==> config.mk <==
export PLATFORM = sky130hd
export DESIGN_NAME = framebuffer_blit_deframer
export DESIGN_NICKNAME = d
export VERILOG_FILES = /design/src/rtl/core/fbd_pkg.sv /design/src/rtl/core/fbd_front.sv /design/src/rtl/core/fbd_queue.sv /design/src/rtl/core/fbd_back.sv /design/src/rtl/core/framebuffer_blit_deframer.sv
export SDC_FILE = /design/constraint.sdc
export NUM_CORES = 2
export LEC_CHECK = 0
export BUFFER_PORTS_ARGS = -buffer_cell sky130_fd_sc_hd__buf_4
export CORE_MARGIN = 3
export CORE_UTILIZATION = 35
export CTS_BUF_LIST = sky130_fd_sc_hd__clkbuf_4 sky130_fd_sc_hd__clkbuf_8
export DETAILED_ROUTE_END_ITERATION = 8
export PLACE_DENSITY_LB_ADDON = 0.12
export SYNTH_ARGS = -nofsm -noshare
export SYNTH_HDL_FRONTEND = slang
export SYNTH_SLANG_ARGS = --single-unit
==> constraint.sdc <==
create_clock -name clk -period 8.4 [get_ports clk]
set_input_delay 0.84 -clock clk [delete_from_list [all_inputs] [get_ports clk]]
set_output_delay 0.84 -clock clk [all_outputs]
set_load 0.02 [all_outputs]
==> src/rtl/core/fbd_pkg.sv <==
// ============================================================================
// fbd_pkg: shared types and constants of the framebuffer blit deframer
// Result codes, header constants, register indexes and the work word that
// travels from the parser to the result sequencer.
// ============================================================================
package fbd_pkg;

    // Result codes as seen on result_kind.
    typedef enum logic [2:0] {
        KIND_PIXEL      = 3'd0,
        KIND_REFRESH    = 3'd1,
        KIND_ACK_DONE   = 3'd2,
        KIND_ACK_REJECT = 3'd3,
        KIND_QUIT       = 3'd4,
        KIND_LOST_SYNC  = 3'd5,
        KIND_UNKNOWN_OP = 3'd6
    } fbd_kind_t;

    typedef enum logic {
        PHASE_HEADER,
        PHASE_PAYLOAD
    } fbd_phase_t;

    // Configuration register indexes.
    localparam logic [1:0] REG_PANEL_WIDTH  = 2'd0;
    localparam logic [1:0] REG_PANEL_HEIGHT = 2'd1;
    localparam logic [1:0] REG_LINE_STRIDE  = 2'd2;
    localparam logic [1:0] REG_GRAY8_FORMAT = 2'd3;

    localparam int CFG_DATA_W = 18;

    // Header layout and codes.
    localparam logic [7:0] MAGIC_0 = 8'h52; // 'R'
    localparam logic [7:0] MAGIC_1 = 8'h4D; // 'M'
    localparam logic [7:0] MAGIC_2 = 8'h46; // 'F'
    localparam logic [7:0] MAGIC_3 = 8'h42; // 'B'
    localparam logic [7:0] OP_BLIT = 8'd1;
    localparam logic [7:0] OP_QUIT = 8'd2;
    localparam logic [7:0] OP_SWAP = 8'd3;
    localparam logic [3:0] HDR_LAST = 4'd15;

    localparam logic [15:0] MAX_ROW = 16'd8192;
    localparam logic [7:0]  ALPHA   = 8'hFF;

    typedef struct packed {
        logic [15:0] x;
        logic [15:0] y;
        logic [15:0] w;
        logic [15:0] h;
        logic [7:0]  mode;
        logic [7:0]  refresh;
    } fbd_rect_t;

    // One queue word: everything that one input byte asks of the back end.
    typedef struct packed {
        logic        has_pixel;
        logic [23:0] addr;
        logic [7:0]  grey;
        logic        four;
        logic        has_refresh;
        fbd_rect_t   rect;
        logic        has_end;
        fbd_kind_t   end_kind;
    } fbd_work_t;

endpackage

==> src/rtl/core/fbd_front.sv <==
// ============================================================================
// fbd_front: command stream parser
// Collects the header, checks magic, op and rectangle fit, walks the payload
// and turns each byte into at most one work word for the queue.
// ============================================================================
module fbd_front #(
    parameter int FB_ADDR_BITS = 24
) (
    input  logic              clk,
    input  logic              rst_n,
    input  logic              in_accept,
    input  logic [7:0]        data_byte,
    input  logic [15:0]       panel_width,
    input  logic [15:0]       panel_height,
    input  logic [17:0]       line_stride,
    input  logic              gray8_format,
    output logic              push,
    output fbd_pkg::fbd_work_t push_word
);
    import fbd_pkg::*;

    localparam int WIDE = 34;

    fbd_phase_t                phase_reg, phase_next;
    logic [3:0]                hidx_reg, hidx_next;
    logic [15:0]               col_reg, col_next;
    logic [15:0]               col_left_reg, col_left_next;
    logic [15:0]               rows_left_reg, rows_left_next;
    logic [FB_ADDR_BITS-1:0]   row_base_reg, row_base_next;
    logic                      fits_reg, fits_next;
    logic                      stopped_reg, stopped_next;

    logic [7:0]                hdr_reg [16];
    logic                      hdr_we;

    logic [15:0]               hx, hy, hw, hh, live_h;
    logic [33:0]               y_prod;
    logic                      magic_ok, fits_now;
    logic [17:0]               offset;
    logic [WIDE-1:0]           addr_sum, rb_adv;
    fbd_rect_t                 rect_hdr, rect_live;

    assign hx     = {hdr_reg[9], hdr_reg[8]};
    assign hy     = {hdr_reg[11], hdr_reg[10]};
    assign hw     = {hdr_reg[13], hdr_reg[12]};
    assign hh     = {hdr_reg[15], hdr_reg[14]};
    // On the last header byte the top half of h is still on the input.
    assign live_h = {data_byte, hdr_reg[14]};

    assign magic_ok = (hdr_reg[0] == MAGIC_0) && (hdr_reg[1] == MAGIC_1) &&
                      (hdr_reg[2] == MAGIC_2) && (hdr_reg[3] == MAGIC_3);

    assign fits_now = (hw != 16'd0) && (live_h != 16'd0) && (hw <= MAX_ROW) &&
                      (({1'b0, hx} + {1'b0, hw}) <= {1'b0, panel_width}) &&
                      (({1'b0, hy} + {1'b0, live_h}) <= {1'b0, panel_height});

    assign y_prod   = 34'(hy) * 34'(line_stride);
    assign offset   = gray8_format ? {2'b00, col_reg} : {col_reg, 2'b00};
    assign addr_sum = WIDE'(row_base_reg) + WIDE'(offset);
    assign rb_adv   = WIDE'(row_base_reg) + WIDE'(line_stride);

    assign rect_hdr  = '{x: hx, y: hy, w: hw, h: hh,
                         mode: hdr_reg[5], refresh: hdr_reg[6]};
    assign rect_live = '{x: hx, y: hy, w: hw, h: live_h,
                         mode: hdr_reg[5], refresh: hdr_reg[6]};

    always_comb
    begin
        phase_next     = phase_reg;
        hidx_next      = hidx_reg;
        col_next       = col_reg;
        col_left_next  = col_left_reg;
        rows_left_next = rows_left_reg;
        row_base_next  = row_base_reg;
        fits_next      = fits_reg;
        stopped_next   = stopped_reg;
        hdr_we         = 1'b0;
        push           = 1'b0;
        push_word      = '0;
        push_word.end_kind = KIND_PIXEL;

        if (in_accept && !stopped_reg)
        begin
            unique case (phase_reg)
                PHASE_HEADER:
                begin
                    hdr_we    = 1'b1;
                    hidx_next = hidx_reg + 4'd1;
                    if (hidx_reg == HDR_LAST)
                    begin
                        if (!magic_ok)
                        begin
                            push               = 1'b1;
                            push_word.has_end  = 1'b1;
                            push_word.end_kind = KIND_LOST_SYNC;
                            stopped_next       = 1'b1;
                        end
                        else if (hdr_reg[4] == OP_QUIT)
                        begin
                            push               = 1'b1;
                            push_word.has_end  = 1'b1;
                            push_word.end_kind = KIND_QUIT;
                            stopped_next       = 1'b1;
                        end
                        else if (hdr_reg[4] != OP_BLIT && hdr_reg[4] != OP_SWAP)
                        begin
                            push               = 1'b1;
                            push_word.has_end  = 1'b1;
                            push_word.end_kind = KIND_UNKNOWN_OP;
                            stopped_next       = 1'b1;
                        end
                        else
                        begin
                            fits_next = fits_now;
                            if (hdr_reg[4] == OP_BLIT && hw != 16'd0 && live_h != 16'd0)
                            begin
                                phase_next     = PHASE_PAYLOAD;
                                col_next       = hx;
                                col_left_next  = hw;
                                rows_left_next = live_h;
                                row_base_next  = y_prod[FB_ADDR_BITS-1:0];
                            end
                            else
                            begin
                                push                  = 1'b1;
                                push_word.has_refresh = fits_now;
                                push_word.rect        = fits_now ? rect_live : '0;
                                push_word.has_end     = 1'b1;
                                push_word.end_kind    = fits_now ? KIND_ACK_DONE
                                                                 : KIND_ACK_REJECT;
                            end
                        end
                    end
                end
                PHASE_PAYLOAD:
                begin
                    if (fits_reg)
                    begin
                        push                = 1'b1;
                        push_word.has_pixel = 1'b1;
                        push_word.addr      = 24'(addr_sum[FB_ADDR_BITS-1:0]);
                        push_word.grey      = data_byte;
                        push_word.four      = !gray8_format;
                    end
                    if (col_left_reg == 16'd1)
                    begin
                        col_next       = hx;
                        col_left_next  = hw;
                        rows_left_next = rows_left_reg - 16'd1;
                        row_base_next  = rb_adv[FB_ADDR_BITS-1:0];
                        if (rows_left_reg == 16'd1)
                        begin
                            phase_next            = PHASE_HEADER;
                            push                  = 1'b1;
                            push_word.has_refresh = fits_reg;
                            push_word.rect        = fits_reg ? rect_hdr : '0;
                            push_word.has_end     = 1'b1;
                            push_word.end_kind    = fits_reg ? KIND_ACK_DONE
                                                             : KIND_ACK_REJECT;
                        end
                    end
                    else
                    begin
                        col_next      = col_reg + 16'd1;
                        col_left_next = col_left_reg - 16'd1;
                    end
                end
                default:
                begin
                    phase_next = PHASE_HEADER;
                end
            endcase
        end
    end

    always_ff @(posedge clk or negedge rst_n)
    begin
        if (!rst_n)
        begin
            phase_reg     <= PHASE_HEADER;
            hidx_reg      <= 4'd0;
            col_reg       <= 16'd0;
            col_left_reg  <= 16'd0;
            rows_left_reg <= 16'd0;
            row_base_reg  <= '0;
            fits_reg      <= 1'b0;
            stopped_reg   <= 1'b0;
        end
        else
        begin
            phase_reg     <= phase_next;
            hidx_reg      <= hidx_next;
            col_reg       <= col_next;
            col_left_reg  <= col_left_next;
            rows_left_reg <= rows_left_next;
            row_base_reg  <= row_base_next;
            fits_reg      <= fits_next;
            stopped_reg   <= stopped_next;
        end
    end

    // Header bytes hold no reset: each is written before this header reads it.
    always_ff @(posedge clk)
    begin
        if (hdr_we)
        begin
            hdr_reg[hidx_reg] <= data_byte;
        end
    end

endmodule

==> src/rtl/core/fbd_queue.sv <==
// ============================================================================
// fbd_queue: work word queue
// A short first-in first-out store between the parser and the result
// sequencer, so that each side can stall on its own.
// ============================================================================
module fbd_queue #(
    parameter int DEPTH = 2
) (
    input  logic               clk,
    input  logic               rst_n,
    input  logic               push,
    input  fbd_pkg::fbd_work_t push_word,
    input  logic               pop,
    output logic               full,
    output logic               head_valid,
    output fbd_pkg::fbd_work_t head_word
);
    import fbd_pkg::*;

    localparam int PTR_W = (DEPTH > 1) ? $clog2(DEPTH) : 1;
    localparam int CNT_W = $clog2(DEPTH + 1);

    fbd_work_t           mem_reg [DEPTH];
    logic [PTR_W-1:0]    wr_ptr_reg, wr_ptr_next;
    logic [PTR_W-1:0]    rd_ptr_reg, rd_ptr_next;
    logic [CNT_W-1:0]    count_reg, count_next;
    logic                do_push, do_pop;

    assign full       = (count_reg == CNT_W'(DEPTH));
    assign head_valid = (count_reg != '0);
    assign head_word  = mem_reg[rd_ptr_reg];
    assign do_push    = push && !full;
    assign do_pop     = pop && head_valid;

    always_comb
    begin
        wr_ptr_next = wr_ptr_reg;
        rd_ptr_next = rd_ptr_reg;
        count_next  = count_reg;
        if (do_push)
        begin
            wr_ptr_next = (wr_ptr_reg == PTR_W'(DEPTH - 1)) ? '0 : wr_ptr_reg + 1'b1;
        end
        if (do_pop)
        begin
            rd_ptr_next = (rd_ptr_reg == PTR_W'(DEPTH - 1)) ? '0 : rd_ptr_reg + 1'b1;
        end
        if (do_push && !do_pop)
        begin
            count_next = count_reg + 1'b1;
        end
        else if (do_pop && !do_push)
        begin
            count_next = count_reg - 1'b1;
        end
    end

    always_ff @(posedge clk or negedge rst_n)
    begin
        if (!rst_n)
        begin
            wr_ptr_reg <= '0;
            rd_ptr_reg <= '0;
            count_reg  <= '0;
        end
        else
        begin
            wr_ptr_reg <= wr_ptr_next;
            rd_ptr_reg <= rd_ptr_next;
            count_reg  <= count_next;
        end
    end

    always_ff @(posedge clk)
    begin
        if (do_push)
        begin
            mem_reg[wr_ptr_reg] <= push_word;
        end
    end

endmodule

==> src/rtl/core/fbd_back.sv <==
// ============================================================================
// fbd_back: result sequencer
// Expands the head work word into its pixel write, refresh request and
// acknowledge or stopping result, one result word per cycle while out_stall is low, through the output register.
// ============================================================================
module fbd_back (
    input  logic               clk,
    input  logic               rst_n,
    input  logic               head_valid,
    input  fbd_pkg::fbd_work_t head_word,
    output logic               pop,
    output logic               out_valid,
    input  logic               out_stall,
    output logic [2:0]         result_kind,
    output logic [23:0]        pixel_address,
    output logic [31:0]        pixel_data,
    output logic               four_byte_write,
    output logic [15:0]        rect_x,
    output logic [15:0]        rect_y,
    output logic [15:0]        rect_w,
    output logic [15:0]        rect_h,
    output logic [7:0]         wave_mode,
    output logic [7:0]         refresh_kind,
    output logic               last_result
);
    import fbd_pkg::*;

    logic        out_valid_reg, out_valid_next;
    logic        pix_done_reg, pix_done_next;
    logic        ref_done_reg, ref_done_next;
    logic [2:0]  kind_reg;
    logic [23:0] addr_reg;
    logic [31:0] data_reg;
    logic        four_reg;
    fbd_rect_t   rect_reg;
    logic        last_reg;

    logic        load, sel_pixel, sel_refresh, is_last;
    fbd_kind_t   sel_kind;

    assign load = head_valid && (!out_valid_reg || !out_stall);

    always_comb
    begin
        sel_pixel   = 1'b0;
        sel_refresh = 1'b0;
        priority if (head_word.has_pixel && !pix_done_reg)
        begin
            sel_pixel = 1'b1;
            sel_kind  = KIND_PIXEL;
            is_last   = !head_word.has_refresh && !head_word.has_end;
        end
        else if (head_word.has_refresh && !ref_done_reg)
        begin
            sel_refresh = 1'b1;
            sel_kind    = KIND_REFRESH;
            is_last     = !head_word.has_end;
        end
        else
        begin
            sel_kind = head_word.end_kind;
            is_last  = 1'b1;
        end
    end

    assign pop = load && is_last;

    always_comb
    begin
        pix_done_next  = pix_done_reg;
        ref_done_next  = ref_done_reg;
        out_valid_next = out_valid_reg && out_stall;
        if (load)
        begin
            out_valid_next = 1'b1;
            if (is_last)
            begin
                pix_done_next = 1'b0;
                ref_done_next = 1'b0;
            end
            else
            begin
                pix_done_next = pix_done_reg || sel_pixel;
                ref_done_next = ref_done_reg || sel_refresh;
            end
        end
    end

    always_ff @(posedge clk or negedge rst_n)
    begin
        if (!rst_n)
        begin
            out_valid_reg <= 1'b0;
            pix_done_reg  <= 1'b0;
            ref_done_reg  <= 1'b0;
        end
        else
        begin
            out_valid_reg <= out_valid_next;
            pix_done_reg  <= pix_done_next;
            ref_done_reg  <= ref_done_next;
        end
    end

    always_ff @(posedge clk)
    begin
        if (load)
        begin
            kind_reg <= sel_kind;
            addr_reg <= sel_pixel ? head_word.addr : 24'd0;
            if (!sel_pixel)
            begin
                data_reg <= 32'd0;
            end
            else if (head_word.four)
            begin
                data_reg <= {ALPHA, head_word.grey, head_word.grey, head_word.grey};
            end
            else
            begin
                data_reg <= {24'd0, head_word.grey};
            end
            four_reg <= sel_pixel && head_word.four;
            rect_reg <= sel_refresh ? head_word.rect : '0;
            last_reg <= is_last;
        end
    end

    assign out_valid       = out_valid_reg;
    assign result_kind     = kind_reg;
    assign pixel_address   = addr_reg;
    assign pixel_data      = data_reg;
    assign four_byte_write = four_reg;
    assign rect_x          = rect_reg.x;
    assign rect_y          = rect_reg.y;
    assign rect_w          = rect_reg.w;
    assign rect_h          = rect_reg.h;
    assign wave_mode       = rect_reg.mode;
    assign refresh_kind    = rect_reg.refresh;
    assign last_result     = last_reg;

endmodule

==> src/rtl/core/framebuffer_blit_deframer.sv <==
// ============================================================================
// framebuffer_blit_deframer: framebuffer blit command deframer
// Parses headers and grey payload bytes into framebuffer writes, refresh
// requests, acknowledges and stopping results.
// ============================================================================
// The block takes one stream byte per clock while in_stall is low. Header
// bytes and the bytes of a rejected payload produce nothing; each payload
// byte of a fitting blit becomes one pixel write, so a blit streams at one
// byte per cycle while the queue has room. The byte that ends a command
// yields up to three result words (last pixel, refresh, acknowledge), and
// the result sequencer behind the two-word queue sends one result word per
// cycle while out_stall is low; the parser keeps taking bytes until the
// queue is full. After a quit, a bad magic or an unknown op every byte is
// taken and ignored until reset.
module framebuffer_blit_deframer #(
    parameter int FB_ADDR_BITS = 24
) (
    input  logic        clk,
    input  logic        rst_n,
    input  logic        in_valid,
    output logic        in_stall,
    input  logic [7:0]  data_byte,
    input  logic        cfg_write,
    input  logic [1:0]  cfg_index,
    input  logic [17:0] cfg_data,
    output logic        out_valid,
    input  logic        out_stall,
    output logic [2:0]  result_kind,
    output logic [23:0] pixel_address,
    output logic [31:0] pixel_data,
    output logic        four_byte_write,
    output logic [15:0] rect_x,
    output logic [15:0] rect_y,
    output logic [15:0] rect_w,
    output logic [15:0] rect_h,
    output logic [7:0]  wave_mode,
    output logic [7:0]  refresh_kind,
    output logic        last_result
);
    import fbd_pkg::*;

    logic [15:0] panel_width_reg;
    logic [15:0] panel_height_reg;
    logic [17:0] line_stride_reg;
    logic        gray8_format_reg;

    logic        in_accept;
    logic        push, pop, q_full, head_valid;
    fbd_work_t   push_word, head_word;

    assign in_stall  = q_full;
    assign in_accept = in_valid && !q_full;

    always_ff @(posedge clk or negedge rst_n)
    begin
        if (!rst_n)
        begin
            panel_width_reg  <= 16'd1620;
            panel_height_reg <= 16'd2160;
            line_stride_reg  <= 18'd1620;
            gray8_format_reg <= 1'b1;
        end
        else if (cfg_write)
        begin
            unique case (cfg_index)
                REG_PANEL_WIDTH:  panel_width_reg  <= cfg_data[15:0];
                REG_PANEL_HEIGHT: panel_height_reg <= cfg_data[15:0];
                REG_LINE_STRIDE:  line_stride_reg  <= cfg_data;
                REG_GRAY8_FORMAT: gray8_format_reg <= cfg_data[0];
                default:          gray8_format_reg <= gray8_format_reg;
            endcase
        end
    end

    fbd_front #(
        .FB_ADDR_BITS (FB_ADDR_BITS)
    ) u_front (
        .clk          (clk),
        .rst_n        (rst_n),
        .in_accept    (in_accept),
        .data_byte    (data_byte),
        .panel_width  (panel_width_reg),
        .panel_height (panel_height_reg),
        .line_stride  (line_stride_reg),
        .gray8_format (gray8_format_reg),
        .push         (push),
        .push_word    (push_word)
    );

    fbd_queue #(
        .DEPTH (2)
    ) u_queue (
        .clk        (clk),
        .rst_n      (rst_n),
        .push       (push),
        .push_word  (push_word),
        .pop        (pop),
        .full       (q_full),
        .head_valid (head_valid),
        .head_word  (head_word)
    );

    fbd_back u_back (
        .clk             (clk),
        .rst_n           (rst_n),
        .head_valid      (head_valid),
        .head_word       (head_word),
        .pop             (pop),
        .out_valid       (out_valid),
        .out_stall       (out_stall),
        .result_kind     (result_kind),
        .pixel_address   (pixel_address),
        .pixel_data      (pixel_data),
        .four_byte_write (four_byte_write),
        .rect_x          (rect_x),
        .rect_y          (rect_y),
        .rect_w          (rect_w),
        .rect_h          (rect_h),
        .wave_mode       (wave_mode),
        .refresh_kind    (refresh_kind),
        .last_result     (last_result)
    );

    // The parser must never hand over a word while the queue is full.
    a_no_overflow: assert property (@(posedge clk) disable iff (!rst_n)
        push |-> !q_full)
        else $error("work word pushed into a full queue");

    // A refresh request is always followed by its acknowledge.
    a_refresh_not_last: assert property (@(posedge clk) disable iff (!rst_n)
        (out_valid && result_kind == KIND_REFRESH) |-> !last_result)
        else $error("refresh request marked as the final word of a byte");

    // Stopping results end the work of their byte.
    a_stop_is_last: assert property (@(posedge clk) disable iff (!rst_n)
        (out_valid && (result_kind == KIND_QUIT || result_kind == KIND_LOST_SYNC ||
                       result_kind == KIND_UNKNOWN_OP)) |-> last_result)
        else $error("stopping result not marked as the final word");

    // Only pixel writes carry address and data.
    a_pixel_fields_clear: assert property (@(posedge clk) disable iff (!rst_n)
        (out_valid && result_kind != KIND_PIXEL) |->
            (pixel_address == 24'd0 && pixel_data == 32'd0 && !four_byte_write))
        else $error("non-pixel word carries pixel fields");

endmodule
==> results.tsv <==
metric	value	unit
number of synthesized flops with an enable pin	484	
crit start category	flip-flop	
Pre-Repair DR Iteration Count	5	
Die Height	325.5	microns
Slew @ Worst Pin	1.313	ns
WP buf/inv	5	
worst-path fanout max	19	
Pwr per Cell Area	387.1	nW/um^2
CTS Buffer Depth	3	
worst-skew pair later-pin latency	0.72	ns
commonest register cell after synthesis	edfxtp_1	
fin crit period	6.332	ns
pin count of the biggest net entering global routing	130	
drt total wl	99500	microns
simple-gate portion of the synthesized area	11.52	%
maximum vdd drop	689.6	uV
H-Tree Depth	3	
Slew Viols, Final	0	
post-layout util	40.23	%
Final Hold Viols	0	
RSZ-0062 raised after global routing	no	
PortBufs	175	
FMAX	157.9	MHz
first-pass GRT wire length	154000	microns
Power, Total	15.69	mW
R2R Path End	u_front.row_base_reg[23]	
Iter 0 DRT Violations	1402	
Total GRT Usage	18.87	%
Async SR Flop Fraction	22.06	%
Slew HR	12.14	%
Setup crit end	u_front.row_base_reg[23]	
clk sinks	621	
CP max-delay cell	edfxtp_1	
Gates resized, CTS repair	0	
Post-Syn Area	35720	sq um
share of layout cells above drive strength 1	14.80	%
final setup fails	0	
worst path cell trace	nand2_1 -> fa_1 -> inv_1 -> fa_1 -> inv_1 -> fa_1 -> inv_1 -> fa_1 -> fa_1 -> inv_1 -> fa_1 -> inv_1 -> ha_1 -> nor2_1 -> nor2b_1 -> o21ai_0 -> nor3_1 -> a221oi_1 -> o21ai_0 -> xnor2_1 -> nor3_1 -> a211oi_1	
Seq/Total Area, Yosys	50.34	%
mux cell area share after synthesis	4.991	%
critical path arrival	6.96	ns
Inserted Clock Buffers	104	
largest family of logic cells by synthesized area	adder cells	
Mean Syn Cell Area	11.60	sq um
Setup TNS	0	ns
GP Congestion	0.8442	
CTS Hold Bufs	0	
worst reg-to-reg path cell count	22	
Req. time, crit path	9.03	ns
Cell variety after synth	81	
syn nets	3471	
Setup Fix Bufs, Post-CTS	0	
vias in the first global route	25300	
post-synthesis compound-gate area fraction	9.103	%
CTS tree	yes	
total stage count of the critical path	22	
fin nets	3631	
worst r2r src	u_front.hdr_reg[10][7]	
Core ar.	100700	sq um
Area Overhead vs Synth	13.45	%
max incr delay on CP	1.03	ns
die extent in x	325.5	microns
post-synthesis adder-cell area fraction	16.39	%
worst hold path class	primary input to asynchronous set/reset pin	
Post-route DRC	0	
Final period util	75.38	%
remaining antenna violation count after routing	0	
CP delay by family, top	adder cells	
WL/cell	21.22	microns
Setup crit end kind	flip-flop	
FF+latch count, synth	621	
Row Count	116	
initial antenna violation count	2	
Vias	23800	
status	completed	
leakage	16.92	nW
clock skew	0.05504	ns
CP startpoint	u_front.hdr_reg[10][7]	
synth warn	0	
max FFs per register	238	
GR Overflow Total	0	
CTS clock-pin slew for the worst setup and hold paths	0.06	ns
CP most frequent cell	fa_1	
Synth Area in XOR/XNOR	2.550	%
DIE AREA	105900	sq um
number of max-cap violations	0	
starting density of the core	35.46	%
Clock Root Buffer	clkbuf_8	
Hold Worst Slack	0.1472	ns
Worst R2R Setup Slack	2.07	ns
DP HPWL	70340	microns
Worst Setup Path Type	flip-flop to flip-flop	
io pins	176	
cells after synthesis	3080	
routed vias/inst	5.075	
## cells by family after synthesis
logic type / after synthesis
multiplexers: 172
XOR/XNOR: 104
flip-flops: 621
AO/OA/AOI/OAI: 498
AND/OR/NAND/NOR: 875
adder cells (fa/ha/maj): 358
buffers and inverters: 452
## cells in the final DEF, fill, tap and decap left out, drive strengths merged, types with 49 or more instances in the layout
master / synthesis / routed
a21boi: 72 / 72
a21oi: 124 / 124
and2: 122 / 122
buf: 45 / 201
clkbuf: 102 / 147
dfrtp: 122 / 122
edfxtp: 484 / 484
fa: 183 / 183
ha: 175 / 175
inv: 303 / 305
mux2: 49 / 49
mux2i: 123 / 123
nand2: 268 / 268
nor2: 254 / 254
o21ai: 132 / 132
xnor2: 73 / 73
## synthesized netlist by cell type, types with 9 or more instances
cell,instances,area (sq um)
buf_1,16,60.06
buf_6,9,101.4
xnor2_1,73,639.4
nor3_1,47,235.2
nand4_1,20,125.1
or3_1,15,93.84
clkbuf_1,102,382.9
edfxtp_1,484,14530
nand3_1,43,215.2
o211ai_1,13,97.59
o21ai_0,105,525.5
buf_4,15,112.6
nand2_1,268,1006
a211oi_1,17,127.6
ha_1,175,2190
mux2i_1,123,1231
o22ai_1,16,100.1
fa_1,183,3664
nor4_1,19,118.9
a31oi_1,12,75.07
dfrtp_1,122,3053
a21o_1,31,232.7
o21a_1,18,135.1
nor2_1,253,949.7
a21boi_2,15,168.9
o21ai_1,19,95.09
a21oi_1,119,595.6
nor2b_1,21,131.4
mux2_2,49,551.8
and3_1,12,75.07
inv_1,303,1137
xor2_1,31,271.5
nand2b_1,21,131.4
and2_1,122,763.2
dfstp_2,15,394.1
a21boi_1,54,405.4
## power breakdown
group / switching [mW] / internal (mW) / total [mW]
clock network: 1.23 / 1.57 / 2.80
logic: 5.01 / 3.69 / 8.70
registers: 0.373 / 3.81 / 4.19
## metrics by stage
stage          setup slack (ns)  std cells  cell area (sq um)
2_1_floorplan            0.1066       3080              35720
3_3_place_gp              1.972       4491              38330
3_5_place_dp              2.001       4491              38330
4_1_cts                   2.038       4687              40520
5_1_grt                   1.680       4689              40530
6_report                  2.068       4689              40530
## final cells by class
| cell class | instances | area [sq um] |
|---|---|---|
| Sequential cell | 621 | 17990 |
| Inverter | 305 | 1145 |
| Antenna cell | 2 | 5.005 |
| Multi-Input combinational cell | 2007 | 15960 |
| Clock buffer | 147 | 1798 |
| Clock inverter | 49 | 389.1 |
| Fill cell | 9754 | 60200 |
| Timing Repair Buffer | 201 | 1550 |
| Tap cell | 1357 | 1698 |
## how the worst min path moves through the flow
stage | from | endpoint | slack (ns)
after floorplan | u_back.pix_done_reg | u_back.pix_done_reg | 0.46
after global placement | u_back.pix_done_reg | u_back.pix_done_reg | 0.47
after detailed placement | u_queue.count_reg[1] | u_queue.count_reg[1] | 0.48
after CTS | rst_n | u_back.out_valid | 0.13
after global routing | rst_n | u_back.out_valid | 0.17
final | rst_n | u_back.out_valid | 0.15
## layer usage
layer | GRT usage [%] | share of wire, % | vias to the layer above
li1 | - | - | 10990
met2 | 32.91 | 50 | 549
met4 | 6.569 | 3.1 | 0
met3 | 1.987 | 3.5 | 158
met5 | 0 | 0 | -
met1 | 24.41 | 44 | 12100
No activity file was read; power rests on OpenSTA's default activity.
